[config.mk]
export PLATFORM = sky130hd
export DESIGN_NAME = midpoint_circle_pixel_generator
export DESIGN_NICKNAME = d
export VERILOG_FILES = /design/src/rtl/mcpg_pkg.sv /design/src/rtl/mcpg_front.sv /design/src/rtl/mcpg_queue.sv /design/src/rtl/mcpg_back.sv /design/src/rtl/midpoint_circle_pixel_generator.sv
export SDC_FILE = /design/constraint.sdc
export NUM_CORES = 2
export LEC_CHECK = 0
export BUFFER_PORTS_ARGS = -buffer_cell sky130_fd_sc_hd__buf_4
export CAP_MARGIN = 25
export CORE_AREA = 2 2 273 275
export DETAILED_ROUTE_END_ITERATION = 10
export DIE_AREA = 0 0 275 277
export PLACE_DENSITY = 0.85
export SETUP_SLACK_MARGIN = 0.02
export SLEW_MARGIN = 20
export SYNTH_ARGS = -nofsm -noshare
export SYNTH_HDL_FRONTEND = slang
export SYNTH_HIERARCHICAL = 1
export SYNTH_SLANG_ARGS = --single-unit
[constraint.sdc]
create_clock -name clock -period 9.3 [get_ports clock]
set_input_delay 1.86 -clock clock [delete_from_list [all_inputs] [get_ports clock]]
set_output_delay 1.86 -clock clock [all_outputs]
set_load 0.1 [all_outputs]
[src/rtl/mcpg_pkg.sv]
// ----------------------------------------------------------------------------
// mcpg_pkg - shared types and constants
// Operation and register codes, reset values, and the step record passed
// from the front end through the queue to the pixel emitter.
// ----------------------------------------------------------------------------
package mcpg_pkg;

   localparam int COORD_W     = 16;
   localparam int QUEUE_DEPTH = 2;

   // request operation codes
   localparam logic OP_START = 1'b0;

   // register indexes
   localparam logic [1:0] CSR_SCREEN_WIDTH  = 2'd0;
   localparam logic [1:0] CSR_SCREEN_HEIGHT = 2'd1;
   localparam logic [1:0] CSR_ROW_PITCH     = 2'd2;
   localparam logic [1:0] CSR_FRAME_BASE    = 2'd3;

   localparam logic [12:0] RST_SCREEN_WIDTH  = 13'd640;
   localparam logic [12:0] RST_SCREEN_HEIGHT = 13'd480;
   localparam logic [15:0] RST_ROW_PITCH     = 16'd2560;
   localparam logic [31:0] RST_FRAME_BASE    = 32'd0;

   // octant index of the eighth pixel of a step
   localparam logic [2:0] OCT_LAST = 3'd7;

   typedef struct packed {
      logic [12:0] screen_width;
      logic [12:0] screen_height;
      logic [15:0] row_pitch;
      logic [31:0] frame_base;
   } cfg_type;

   // one iteration: offsets are the values before the update
   typedef struct packed {
      logic signed [COORD_W-1:0] center_col;
      logic signed [COORD_W-1:0] center_row;
      logic [COORD_W-1:0]        outer_ofs;
      logic [COORD_W-1:0]        inner_ofs;
      logic [31:0]               color;
      logic                      real_step;
      logic                      done;
   } step_type;

endpackage

[src/rtl/mcpg_front.sv]
// ----------------------------------------------------------------------------
// mcpg_front - request intake and circle iteration
// Holds the circle state, runs one midpoint iteration per accepted
// transaction and pushes the resulting step record into the queue.
// ----------------------------------------------------------------------------
module mcpg_front #(
   parameter int RADIUS_BITS = 12
) (
   input  logic                     clock,
   input  logic                     reset,
   input  logic                     req_valid,
   input  logic                     req_operation,
   input  logic signed [14:0]       req_center_x,
   input  logic signed [14:0]       req_center_y,
   input  logic [11:0]              req_radius,
   input  logic [31:0]              req_color,
   input  logic                     full_i,
   output logic                     push_o,
   output mcpg_pkg::step_type       step_o
);

   localparam int OFS_W     = RADIUS_BITS + 1;
   localparam int ERR_W     = OFS_W + 3;
   localparam int MASK_BITS = (RADIUS_BITS < 12) ? RADIUS_BITS : 12;
   localparam logic [11:0] RAD_MASK = 12'((13'd1 << MASK_BITS) - 13'd1);

   logic [OFS_W-1:0]                 a_ff, a_in;
   logic [OFS_W-1:0]                 b_ff, b_in;
   logic signed [ERR_W-1:0]          e_ff, e_in;
   logic signed [mcpg_pkg::COORD_W-1:0] cx_ff, cx_in;
   logic signed [mcpg_pkg::COORD_W-1:0] cy_ff, cy_in;
   logic [31:0]                      color_ff, color_in;

   logic                    start;
   logic [OFS_W-1:0]        rad_ld;
   logic [OFS_W-1:0]        cur_a, cur_b, a_nx, b_nx;
   logic signed [ERR_W-1:0] cur_e, e1, e_nx;
   logic                    real_step;

   assign start  = (req_operation == mcpg_pkg::OP_START);
   assign push_o = req_valid && !full_i;
   assign rad_ld = OFS_W'(req_radius & RAD_MASK);

   always_comb begin
      cur_a = start ? rad_ld : a_ff;
      cur_b = start ? '0 : b_ff;
      cur_e = start ? -$signed(ERR_W'(rad_ld)) : e_ff;
      real_step = cur_a > cur_b;
      e1   = cur_e + $signed(ERR_W'({cur_b, 1'b0}) + ERR_W'(2));
      b_nx = cur_b + 1'b1;
      a_nx = cur_a;
      e_nx = e1;
      if (!e1[ERR_W-1]) begin
         a_nx = cur_a - 1'b1;
         e_nx = e1 - $signed(ERR_W'({a_nx, 1'b0})) + $signed(ERR_W'(1));
      end
      a_in     = real_step ? a_nx : cur_a;
      b_in     = real_step ? b_nx : cur_b;
      e_in     = real_step ? e_nx : cur_e;
      cx_in    = start ? mcpg_pkg::COORD_W'(req_center_x) : cx_ff;
      cy_in    = start ? mcpg_pkg::COORD_W'(req_center_y) : cy_ff;
      color_in = start ? req_color : color_ff;
   end

   always_comb begin
      step_o.center_col = cx_in;
      step_o.center_row = cy_in;
      step_o.outer_ofs  = mcpg_pkg::COORD_W'(cur_a);
      step_o.inner_ofs  = mcpg_pkg::COORD_W'(cur_b);
      step_o.color      = color_in;
      step_o.real_step  = real_step;
      step_o.done       = !(a_in > b_in);
   end

   always_ff @(posedge clock) begin
      if (reset) begin
         a_ff     <= '0;
         b_ff     <= '0;
         e_ff     <= '0;
         cx_ff    <= '0;
         cy_ff    <= '0;
         color_ff <= '0;
      end else if (push_o) begin
         a_ff     <= a_in;
         b_ff     <= b_in;
         e_ff     <= e_in;
         cx_ff    <= cx_in;
         cy_ff    <= cy_in;
         color_ff <= color_in;
      end
   end

   // a real iteration always advances the inner offset by one
   a_inner_step: assert property (@(posedge clock) disable iff (reset)
      (push_o && real_step) |=> (b_ff == $past(b_nx)))
      else $error("inner offset did not advance");

   // the outer offset never drops below the inner offset minus one
   a_offsets_order: assert property (@(posedge clock) disable iff (reset)
      (push_o && real_step) |=> ({1'b0, a_ff} + 1'b1 >= {1'b0, b_ff}))
      else $error("offsets crossed");

endmodule

[src/rtl/mcpg_queue.sv]
// ----------------------------------------------------------------------------
// mcpg_queue - step record queue
// Short FIFO that decouples the iteration front end from the pixel emitter.
// ----------------------------------------------------------------------------
module mcpg_queue (
   input  logic               clock,
   input  logic               reset,
   input  logic               push_i,
   input  mcpg_pkg::step_type step_i,
   input  logic               pop_i,
   output mcpg_pkg::step_type step_o,
   output logic               full_o,
   output logic               empty_o
);

   localparam int DEPTH = mcpg_pkg::QUEUE_DEPTH;
   localparam int PTR_W = (DEPTH > 1) ? $clog2(DEPTH) : 1;
   localparam int CNT_W = $clog2(DEPTH + 1);

   mcpg_pkg::step_type entry_ff [DEPTH];
   logic [PTR_W-1:0]   wr_ptr_ff, wr_ptr_in;
   logic [PTR_W-1:0]   rd_ptr_ff, rd_ptr_in;
   logic [CNT_W-1:0]   count_ff, count_in;

   assign full_o  = (count_ff == CNT_W'(DEPTH));
   assign empty_o = (count_ff == '0);
   assign step_o  = entry_ff[rd_ptr_ff];

   always_comb begin
      wr_ptr_in = wr_ptr_ff;
      rd_ptr_in = rd_ptr_ff;
      count_in  = count_ff;
      if (push_i) begin
         wr_ptr_in = (wr_ptr_ff == PTR_W'(DEPTH - 1)) ? '0 : wr_ptr_ff + 1'b1;
      end
      if (pop_i) begin
         rd_ptr_in = (rd_ptr_ff == PTR_W'(DEPTH - 1)) ? '0 : rd_ptr_ff + 1'b1;
      end
      if (push_i && !pop_i) begin
         count_in = count_ff + 1'b1;
      end else if (pop_i && !push_i) begin
         count_in = count_ff - 1'b1;
      end
   end

   always_ff @(posedge clock) begin
      if (reset) begin
         wr_ptr_ff <= '0;
         rd_ptr_ff <= '0;
         count_ff  <= '0;
      end else begin
         wr_ptr_ff <= wr_ptr_in;
         rd_ptr_ff <= rd_ptr_in;
         count_ff  <= count_in;
      end
   end

   always_ff @(posedge clock) begin
      if (push_i) begin
         entry_ff[wr_ptr_ff] <= step_i;
      end
   end

   a_no_overflow: assert property (@(posedge clock) disable iff (reset)
      !(push_i && full_o))
      else $error("push into full queue");

   a_no_underflow: assert property (@(posedge clock) disable iff (reset)
      !(pop_i && empty_o))
      else $error("pop from empty queue");

endmodule

[src/rtl/mcpg_back.sv]
// ----------------------------------------------------------------------------
// mcpg_back - octant pixel emitter
// Walks each step's eight octant pixels, one per cycle unless stalled, and
// computes clipping and the framebuffer byte address into the output stage.
// ----------------------------------------------------------------------------
module mcpg_back (
   input  logic               clock,
   input  logic               reset,
   input  mcpg_pkg::cfg_type  cfg_i,
   input  mcpg_pkg::step_type step_i,
   input  logic               empty_i,
   output logic               pop_o,
   output logic               rsp_valid,
   input  logic               rsp_stall,
   output logic signed [15:0] rsp_pixel_x,
   output logic signed [15:0] rsp_pixel_y,
   output logic [31:0]        rsp_byte_address,
   output logic [31:0]        rsp_pixel_value,
   output logic               rsp_write_enable,
   output logic               rsp_last_of_step,
   output logic               rsp_circle_done
);

   mcpg_pkg::step_type step_ff;
   logic               step_valid_ff, step_valid_in;
   logic [2:0]         oct_ff, oct_in;
   logic               rsp_valid_ff, rsp_valid_in;

   logic signed [15:0] x_ff, y_ff;
   logic [31:0]        addr_ff, value_ff;
   logic               we_ff, last_ff, done_ff;

   logic               adv, oct_end;
   logic signed [15:0] cx, cy, px, py;
   logic [15:0]        a, b;
   logic signed [15:0] xa1, xan, xb0, xbn, ya1, yan, yb0, ybn;
   logic signed [32:0] row_prod;
   logic [31:0]        col_ofs, addr;
   logic               we;

   assign adv     = !rsp_valid_ff || !rsp_stall;
   assign oct_end = (oct_ff == mcpg_pkg::OCT_LAST);
   assign pop_o   = !empty_i && (!step_valid_ff || (adv && oct_end));

   always_comb begin
      cx  = step_ff.center_col;
      cy  = step_ff.center_row;
      a   = step_ff.outer_ofs;
      b   = step_ff.inner_ofs;
      xa1 = cx + a - 16'sd1;
      xan = cx - a;
      xb0 = cx + b;
      xbn = cx + ~b;
      ya1 = cy + a - 16'sd1;
      yan = cy - a;
      yb0 = cy + b;
      ybn = cy + ~b;
      // even octants step x on the outer offset, odd ones on the inner
      if (!oct_ff[0]) begin
         px = oct_ff[1] ? xan : xa1;
         py = oct_ff[2] ? ybn : yb0;
      end else begin
         px = oct_ff[2] ? xbn : xb0;
         py = oct_ff[1] ? yan : ya1;
      end
   end

   assign row_prod = py * $signed({1'b0, cfg_i.row_pitch});
   assign col_ofs  = {{14{px[15]}}, px, 2'b00};
   assign addr     = cfg_i.frame_base + row_prod[31:0] + col_ofs;
   assign we       = step_ff.real_step && !px[15] && !py[15] &&
                     (px[14:0] < 15'(cfg_i.screen_width)) &&
                     (py[14:0] < 15'(cfg_i.screen_height));

   always_comb begin
      step_valid_in = step_valid_ff;
      oct_in        = oct_ff;
      rsp_valid_in  = rsp_valid_ff;
      if (adv) begin
         rsp_valid_in = step_valid_ff;
         if (step_valid_ff) begin
            oct_in = oct_ff + 1'b1;
            if (oct_end) begin
               step_valid_in = 1'b0;
            end
         end
      end
      if (pop_o) begin
         step_valid_in = 1'b1;
      end
   end

   always_ff @(posedge clock) begin
      if (reset) begin
         step_valid_ff <= 1'b0;
         oct_ff        <= '0;
         rsp_valid_ff  <= 1'b0;
      end else begin
         step_valid_ff <= step_valid_in;
         oct_ff        <= oct_in;
         rsp_valid_ff  <= rsp_valid_in;
      end
   end

   always_ff @(posedge clock) begin
      if (pop_o) begin
         step_ff <= step_i;
      end
      if (adv && step_valid_ff) begin
         x_ff     <= px;
         y_ff     <= py;
         addr_ff  <= addr;
         value_ff <= step_ff.color;
         we_ff    <= we;
         last_ff  <= oct_end;
         done_ff  <= step_ff.done;
      end
   end

   assign rsp_valid        = rsp_valid_ff;
   assign rsp_pixel_x      = x_ff;
   assign rsp_pixel_y      = y_ff;
   assign rsp_byte_address = addr_ff;
   assign rsp_pixel_value  = value_ff;
   assign rsp_write_enable = we_ff;
   assign rsp_last_of_step = last_ff;
   assign rsp_circle_done  = done_ff;

   a_we_on_screen: assert property (@(posedge clock) disable iff (reset)
      (rsp_valid_ff && rsp_write_enable) |-> (!rsp_pixel_x[15] && !rsp_pixel_y[15]))
      else $error("write enable on negative coordinate");

   // mid-step octant index only exists while a step is held
   a_oct_held: assert property (@(posedge clock) disable iff (reset)
      (oct_ff != 3'd0) |-> step_valid_ff)
      else $error("octant counter running without step");

endmodule

[src/rtl/midpoint_circle_pixel_generator.sv]
// ----------------------------------------------------------------------------
// midpoint_circle_pixel_generator - midpoint circle rasterizer
// Path: queue entry, emitter step register, then the registered rsp outputs.
// Throughput: one pixel per cycle on the rsp channel while rsp_stall is low;
// the pixel emitter is the bottleneck, the front end iterates combinationally.
// A two-entry step queue lets req accept ahead while pixels drain.
// Reset: registers return to 640x480, pitch 2560, base 0; circle state clears.
// ----------------------------------------------------------------------------
module midpoint_circle_pixel_generator #(
   parameter int RADIUS_BITS = 12
) (
   input  logic               clock,
   input  logic               reset,
   input  logic               req_valid,
   output logic               req_stall,
   input  logic               req_operation,
   input  logic signed [14:0] req_center_x,
   input  logic signed [14:0] req_center_y,
   input  logic [11:0]        req_radius,
   input  logic [31:0]        req_color,
   output logic               rsp_valid,
   input  logic               rsp_stall,
   output logic signed [15:0] rsp_pixel_x,
   output logic signed [15:0] rsp_pixel_y,
   output logic [31:0]        rsp_byte_address,
   output logic [31:0]        rsp_pixel_value,
   output logic               rsp_write_enable,
   output logic               rsp_last_of_step,
   output logic               rsp_circle_done,
   input  logic               csr_valid,
   output logic               csr_ready,
   input  logic [1:0]         csr_index,
   input  logic [31:0]        csr_data
);

   mcpg_pkg::cfg_type  cfg_ff, cfg_in;
   mcpg_pkg::step_type push_step, head_step;
   logic               push, pop, full, empty;

   assign csr_ready = 1'b1;
   assign req_stall = full;

   always_comb begin
      cfg_in = cfg_ff;
      if (csr_valid && csr_ready) begin
         case (csr_index)
            mcpg_pkg::CSR_SCREEN_WIDTH:  cfg_in.screen_width  = csr_data[12:0];
            mcpg_pkg::CSR_SCREEN_HEIGHT: cfg_in.screen_height = csr_data[12:0];
            mcpg_pkg::CSR_ROW_PITCH:     cfg_in.row_pitch     = csr_data[15:0];
            mcpg_pkg::CSR_FRAME_BASE:    cfg_in.frame_base    = csr_data;
            default:                     cfg_in = cfg_ff;
         endcase
      end
   end

   always_ff @(posedge clock) begin
      if (reset) begin
         cfg_ff.screen_width  <= mcpg_pkg::RST_SCREEN_WIDTH;
         cfg_ff.screen_height <= mcpg_pkg::RST_SCREEN_HEIGHT;
         cfg_ff.row_pitch     <= mcpg_pkg::RST_ROW_PITCH;
         cfg_ff.frame_base    <= mcpg_pkg::RST_FRAME_BASE;
      end else begin
         cfg_ff <= cfg_in;
      end
   end

   mcpg_front #(
      .RADIUS_BITS (RADIUS_BITS)
   ) u_front (
      .clock         (clock),
      .reset         (reset),
      .req_valid     (req_valid),
      .req_operation (req_operation),
      .req_center_x  (req_center_x),
      .req_center_y  (req_center_y),
      .req_radius    (req_radius),
      .req_color     (req_color),
      .full_i        (full),
      .push_o        (push),
      .step_o        (push_step)
   );

   mcpg_queue u_queue (
      .clock   (clock),
      .reset   (reset),
      .push_i  (push),
      .step_i  (push_step),
      .pop_i   (pop),
      .step_o  (head_step),
      .full_o  (full),
      .empty_o (empty)
   );

   mcpg_back u_back (
      .clock            (clock),
      .reset            (reset),
      .cfg_i            (cfg_ff),
      .step_i           (head_step),
      .empty_i          (empty),
      .pop_o            (pop),
      .rsp_valid        (rsp_valid),
      .rsp_stall        (rsp_stall),
      .rsp_pixel_x      (rsp_pixel_x),
      .rsp_pixel_y      (rsp_pixel_y),
      .rsp_byte_address (rsp_byte_address),
      .rsp_pixel_value  (rsp_pixel_value),
      .rsp_write_enable (rsp_write_enable),
      .rsp_last_of_step (rsp_last_of_step),
      .rsp_circle_done  (rsp_circle_done)
   );

endmodule
Word-level counts from Yosys, hierarchy flattened
Memories as Yosys holds them, arrays and structs flattened. A register that Yosys moved wholly into a read port is not among the register bits.
Cells that the tools add are included.
{ "totals": {"reg_bits": 320, "ram_bits": 184, "in_bits": 114, "output_inout_bits": 102, "elab_cells": 119, "n_memories": 1} }
{ "classes": {"addsub": 24, "n_mul": 1, "order_cmp": 4, "eq_ne": 5, "muxes": 27, "bitwise": 1, "reduce_logical": 31} }
{ "mem_list": {"columns": ["name", "depth", "width", "rd", "rd_clocked_by_memory_dff", "wr", "line", "rtl"], "rows": [
  ["u_queue.entry_ff", 2, 92, 1, 1, 1, "mcpg_queue.sv:20", "mcpg_pkg::step_type entry_ff [DEPTH];"]
]} }
{ "op_table": {"columns": ["cell", "count"], "rows": [
  ["$mux 16", 11],
  ["$add 16x16->16", 7],
  ["$mux 13", 5],
  ["$add 32x32->32", 2],
  ["$mul 16x17->32", 1],
  ["$mux 32", 1],
  ["$sub 16x1->16 const B", 2],
  ["$sub 16x16->16", 2],
  ["$lt 15x13->1", 2],
  ["$gt 13x13->1", 2],
  ["$add 16x2->16 const B", 1],
  ["$neg 12->16", 1],
  ["$not 16->16", 1],
  ["$sub 16x15->16", 1],
  ["$add 14x2->15 const B", 1],
  ["$add 13x1->13 const B", 1],
  ["$sub 13x1->13 const B", 1],
  ["$logic_and 1x1->1", 10],
  ["$logic_not 1->1", 10],
  ["$reduce_and 2->1", 5],
  ["$mux 1", 8],
  ["$eq 2x2->1 const B", 3],
  ["$logic_not 2->1", 2],
  ["$mux 2", 2],
  ["8 further kinds", 11]
]} }

Depth between registers and ports, before layout
{ "logic_depth": {"depth_word": 9, "ltp_mapped": 40, "ltp_nobuf": 38} }

Hierarchy
The synthesis kept the hierarchy.
{ "modules_own_cells": {"columns": ["mod", "instances", "cells_per_inst", "area_per_inst_um2", "seq_area_each_um2"], "rows": [
  ["mcpg_back", 1, 2217, 22442.8, 6015.8],
  ["mcpg_front", 1, 1101, 8509.4, 2122.0],
  ["mcpg_queue", 1, 327, 7349.5, 5985.7],
  ["midpoint_circle_pixel_generator", 1, 292, 3088.0, 1481.4]
]} }

Least setup slack after synthesis
No wires, ideal clock.
{ "synth_path": {"path_kind": "register to register", "startpoint": "reg u_back.oct_ff[2]", "endpoint": "reg u_back.addr_ff[30], in the netlist u_back/rsp_byte_address[30], data pin", "arrival_time_ps": 9235, "setup_slack_ps": -193, "path_stages_with_launch": 37, "synth_period_minus_slack_ps": 9493, "cell_sequence": "dfxtp_1 -> clkbuf_1 -> clkbuf_1 -> xor2_1 -> ha_1 -> inv_1 -> fa_1 -> nor2b_1 -> o21ai_0 -> a21boi_1 -> o21ai_0 -> a21boi_1 -> o21ai_0 -> a21boi_1 -> o21ai_0 -> a221o_1 -> a21oi_1 -> clkbuf_1 -> nand2_1 -> fa_1 -> fa_1 -> inv_1 -> fa_1 -> fa_1 -> fa_1 -> inv_1 -> fa_1 -> inv_1 -> ha_1 -> nand3_1 -> or3_1 -> o31ai_1 -> a31oi_1 -> nor3_1 -> a211o_1 -> a21oi_1 -> xnor2_1"} }
{ "synth_via": {"elab_chain_cells": 5} }
{ "synth_rtl": {"columns": ["item", "line", "rtl"], "rows": [
  ["from (decl)", "mcpg_back.sv:26", "logic [2:0] oct_ff, oct_in;"],
  ["from (signal assigned)", "mcpg_back.sv:100", "oct_ff <= oct_in;"],
  ["$mux 16", "mcpg_back.sv:61", "py = oct_ff[2] ? ybn : yb0;"],
  ["$mux 16", "mcpg_back.sv:59", "if (!oct_ff[0]) begin"],
  ["net u_back.py[10]", "mcpg_back.sv:34", "logic signed [15:0] cx, cy, px, py;"],
  ["$mul 16x17->32", "mcpg_back.sv:68", "assign row_prod = py * $signed({1'b0, cfg_i.row_pitch});"],
  ["$add 32x32->32 (2 in a row)", "mcpg_back.sv:70", "assign addr = cfg_i.frame_base + row_prod[31:0] + col_ofs;"],
  ["net u_back.addr[30]", "mcpg_back.sv:38", "logic [31:0] col_ofs, addr;"],
  ["to (signal assigned)", "mcpg_back.sv:112", "addr_ff <= addr;"],
  ["to (decl)", "mcpg_back.sv:30", "logic [31:0] addr_ff, value_ff;"]
]} }
The timed path passes the listed nets, and every way through them passes these cells.
A chain may end at the register's enable or synchronous reset.

Worst setup path after layout
{ "layout_path": {"startpoint": "reg u_back/cy[1] (netlist name)", "endpoint": "reg u_back.addr_ff[30], in the netlist u_back/rsp_byte_address[30], data pin"} }
{ "layout_via": {"elab_chain_cells": 7} }
{ "layout_rtl": {"columns": ["item", "line", "rtl"], "rows": [
  ["$add 16x16->16", "mcpg_back.sv:54", "ya1 = cy + a - 16'sd1;"],
  ["$sub 16x1->16", "mcpg_back.sv:54", null],
  ["$mux 16", "mcpg_back.sv:64", "py = oct_ff[1] ? yan : ya1;"],
  ["$mux 16 *", "mcpg_back.sv:59", null],
  ["$mul 16x17->32 *", "mcpg_back.sv:68", null],
  ["$add 32x32->32 * (2 in a row)", "mcpg_back.sv:70", null],
  ["net u_back.addr[30]", "mcpg_back.sv:38", null]
]} }
The timed path passes the listed nets; every way through them passes the cells marked *.

==> results.tsv <==
metric	value	unit
status	finished clean	
rows	100	
yosysMostFrequentCell	inv_1	
critPathRequiredTime	9.72	ns
synth.ff_latch_count	583	
synth_xor_area_share	4.36	%
layout.nets	4878	
core	73600	sq um
drt_iter0_drc	2417	
path_max_fanout	5	
syn_area_per_cell	10.5	sq um
period_minus_slack	8.94	ns
synth_edf_count	393	
wl_per_cell	19.7	um
grt_pass1_vias	30013	
holdWs	0.393	ns
setup_viol	0	
cap_violations	0	
drcViolationCount	0	
synth.mux.area_fraction	6.94	%
worst_path_largest_cell_delay	0.56	ns
yosysUniqueCellTypes	105	
synth_cells	3937	
crit_type	flip-flop to flip-flop	
critPathSlowestCell	fa_1	
synth_top_cell_by_area	edfxtp_1	
die_h	277	um
worst_slack	0.359	ns
path_delay_family	adder cells	
syn_area	41400	sq um
slew_violations	0	
slew_headroom	31.9	%
die-width	275	um
final_hold_viol_count	0	
antenna_left	0	
grt_pass1_wl	161	mm
finalNonFillerCells	5165	
yosysSeqAreaShare	37.7	%
num_vias	29324	
endpoint_kind	flip-flop	
drt_wl_total	102	mm
firstDrtPassIters	6	
tightestPinTransition	1.02	ns
ys_async_sr_fraction	0	%
min_period_over_period	96.1	%
cts_root_buffer	clkbuf_16	
die_area	76200	sq um
gp_congestion	0.964	
synth_area_leaders	edfxtp_1, fa_1, ha_1	
dp_hpwl	74.0	mm
nFillCells	5549	
grt_usage	26.6	%
num_io_pins	216	
yosys_warnings	6	
crit_top_cell	fa_1	
startpoint_type	flip-flop	
regArea	15600	sq um
finalSetupTns	0	ns
synth_top_family_by_area	adder cells	
routed_via_density	5.68	
cp.arrival	9.36	ns
pre_cts_slack	-0.196	ns
start_util	56.3	%
drive_gt1_share	15.2	%
antenna_found_initial	2	
multi_input_area	23300	sq um
grt_remaining_overflow	0	
cp_num_buf_inv	6	
htreeDepth	2	
yosysTopAreaCellShare	28.5	%
finClkSkew	0.0977	ns
portBuffers	214	
cts_buffers	61	
synth_commonest_cells	inv_1, edfxtp_1, ha_1, nor2_1, nand2_1	
clk_pin_slew_worst_paths	0.07	ns
grt_setup_unrepaired	true	
clkLatencyLatePin	0.69	ns
synth_compound_area_share	8.00	%
synth_ff_type	edfxtp_1	
area_delta_synth_final	12.8	%
grt_max_degree	85	
cts.sinks	583	
ctsHoldBuffers	0	
cts_tree	built	
yosys.area_share.simple	13.0	%
synth_fa_ha_area_share	23.5	%
cts_buffer_depth	3	
placed_cells	5035	
hold_path_class	flip-flop to flip-flop	
timing.fmax	112	MHz
## flip-flops by register name, indices dropped and copies added (netlist names), 32 cells and up, named ones only
signal and count:
u_queue/entry_ff 196, u_back/rsp_pixel_value 32, cfg_ff 74, u_back/step_ff 34
u_back/rsp_byte_address 32, u_front/color_ff 32
## repair_timing
action                     in CTS  in global routing
setup endpoints to repair       3                 10
resized for setup               3                 41
hold endpoints to repair        0                  0
setup buffers                   0                 12
pin swaps                       1                 19
## layout by cell type, fill, tap and decap left out, drive strengths merged, types with 104 or more instances in the layout
cell      n
a21oi   146
and2    104
buf     293
dfxtp   190
edfxtp  393
fa      258
ha      364
inv     529
mux2    163
nand2   274
nand2b  131
nor2    295
xnor2   133
## path summary, 6_finish.rpt
check / from / end / slack [ns] / cells past startpoint
setup reg to reg: u_back/cy[1]$_DFFE_PP_ / u_back/rsp_byte_address[30]$_DFFE_PP_ / 0.36 / 33
setup / recovery: u_back/cy[1]$_DFFE_PP_ / u_back/rsp_byte_address[30]$_DFFE_PP_ / 0.36 / 33
hold reg to reg: u_back/step_ff[3]$_DFFE_PP_ / u_back/rsp_pixel_value[1]$_DFFE_PP_ / 0.39 / 0
hold / removal: u_back/step_ff[3]$_DFFE_PP_ / u_back/rsp_pixel_value[1]$_DFFE_PP_ / 0.39 / 0
## per-layer routing
metal | global-route usage [%] | share of wire (%) | up-vias
li1 | - | - | 13698
met1 | 33.9 | 40 | 14244
met2 | 45.2 | 49 | 1145
met3 | 5.01 | 7.7 | 235
met4 | 9.38 | 3.6 | 2
met5 | 0 | 0.016 | -
## kinds of logic after synthesis
kind of cell	after synthesis
fa+ha+maj	623
flops	583
xor+xnor	200
mux	259
other cells	2
simple gates	1084
buf+inv	683
compound gates	503
## stage by stage
stage               utilization (%)  area [sq um]
floorplan                         -         41400
global placement               59.9         44100
detailed placement             59.9         44100
CTS                            63.0         46400
global route                   63.4         46700
finish                         63.4         46700
## final cells by class
type,count,area share (%)
Sequential cell,583,33.5
Clock inverter,43,1.41
Inverter,527,4.24
Timing Repair Buffer,293,4.88
Antenna cell,1,0.00536
Multi-Input combinational cell,2676,50.0
Clock buffer,73,3.39
Tap cell,969,2.60
Power is not shown: default switching activity piles up to over one toggle a cycle in this logic, so the estimate is an artifact.
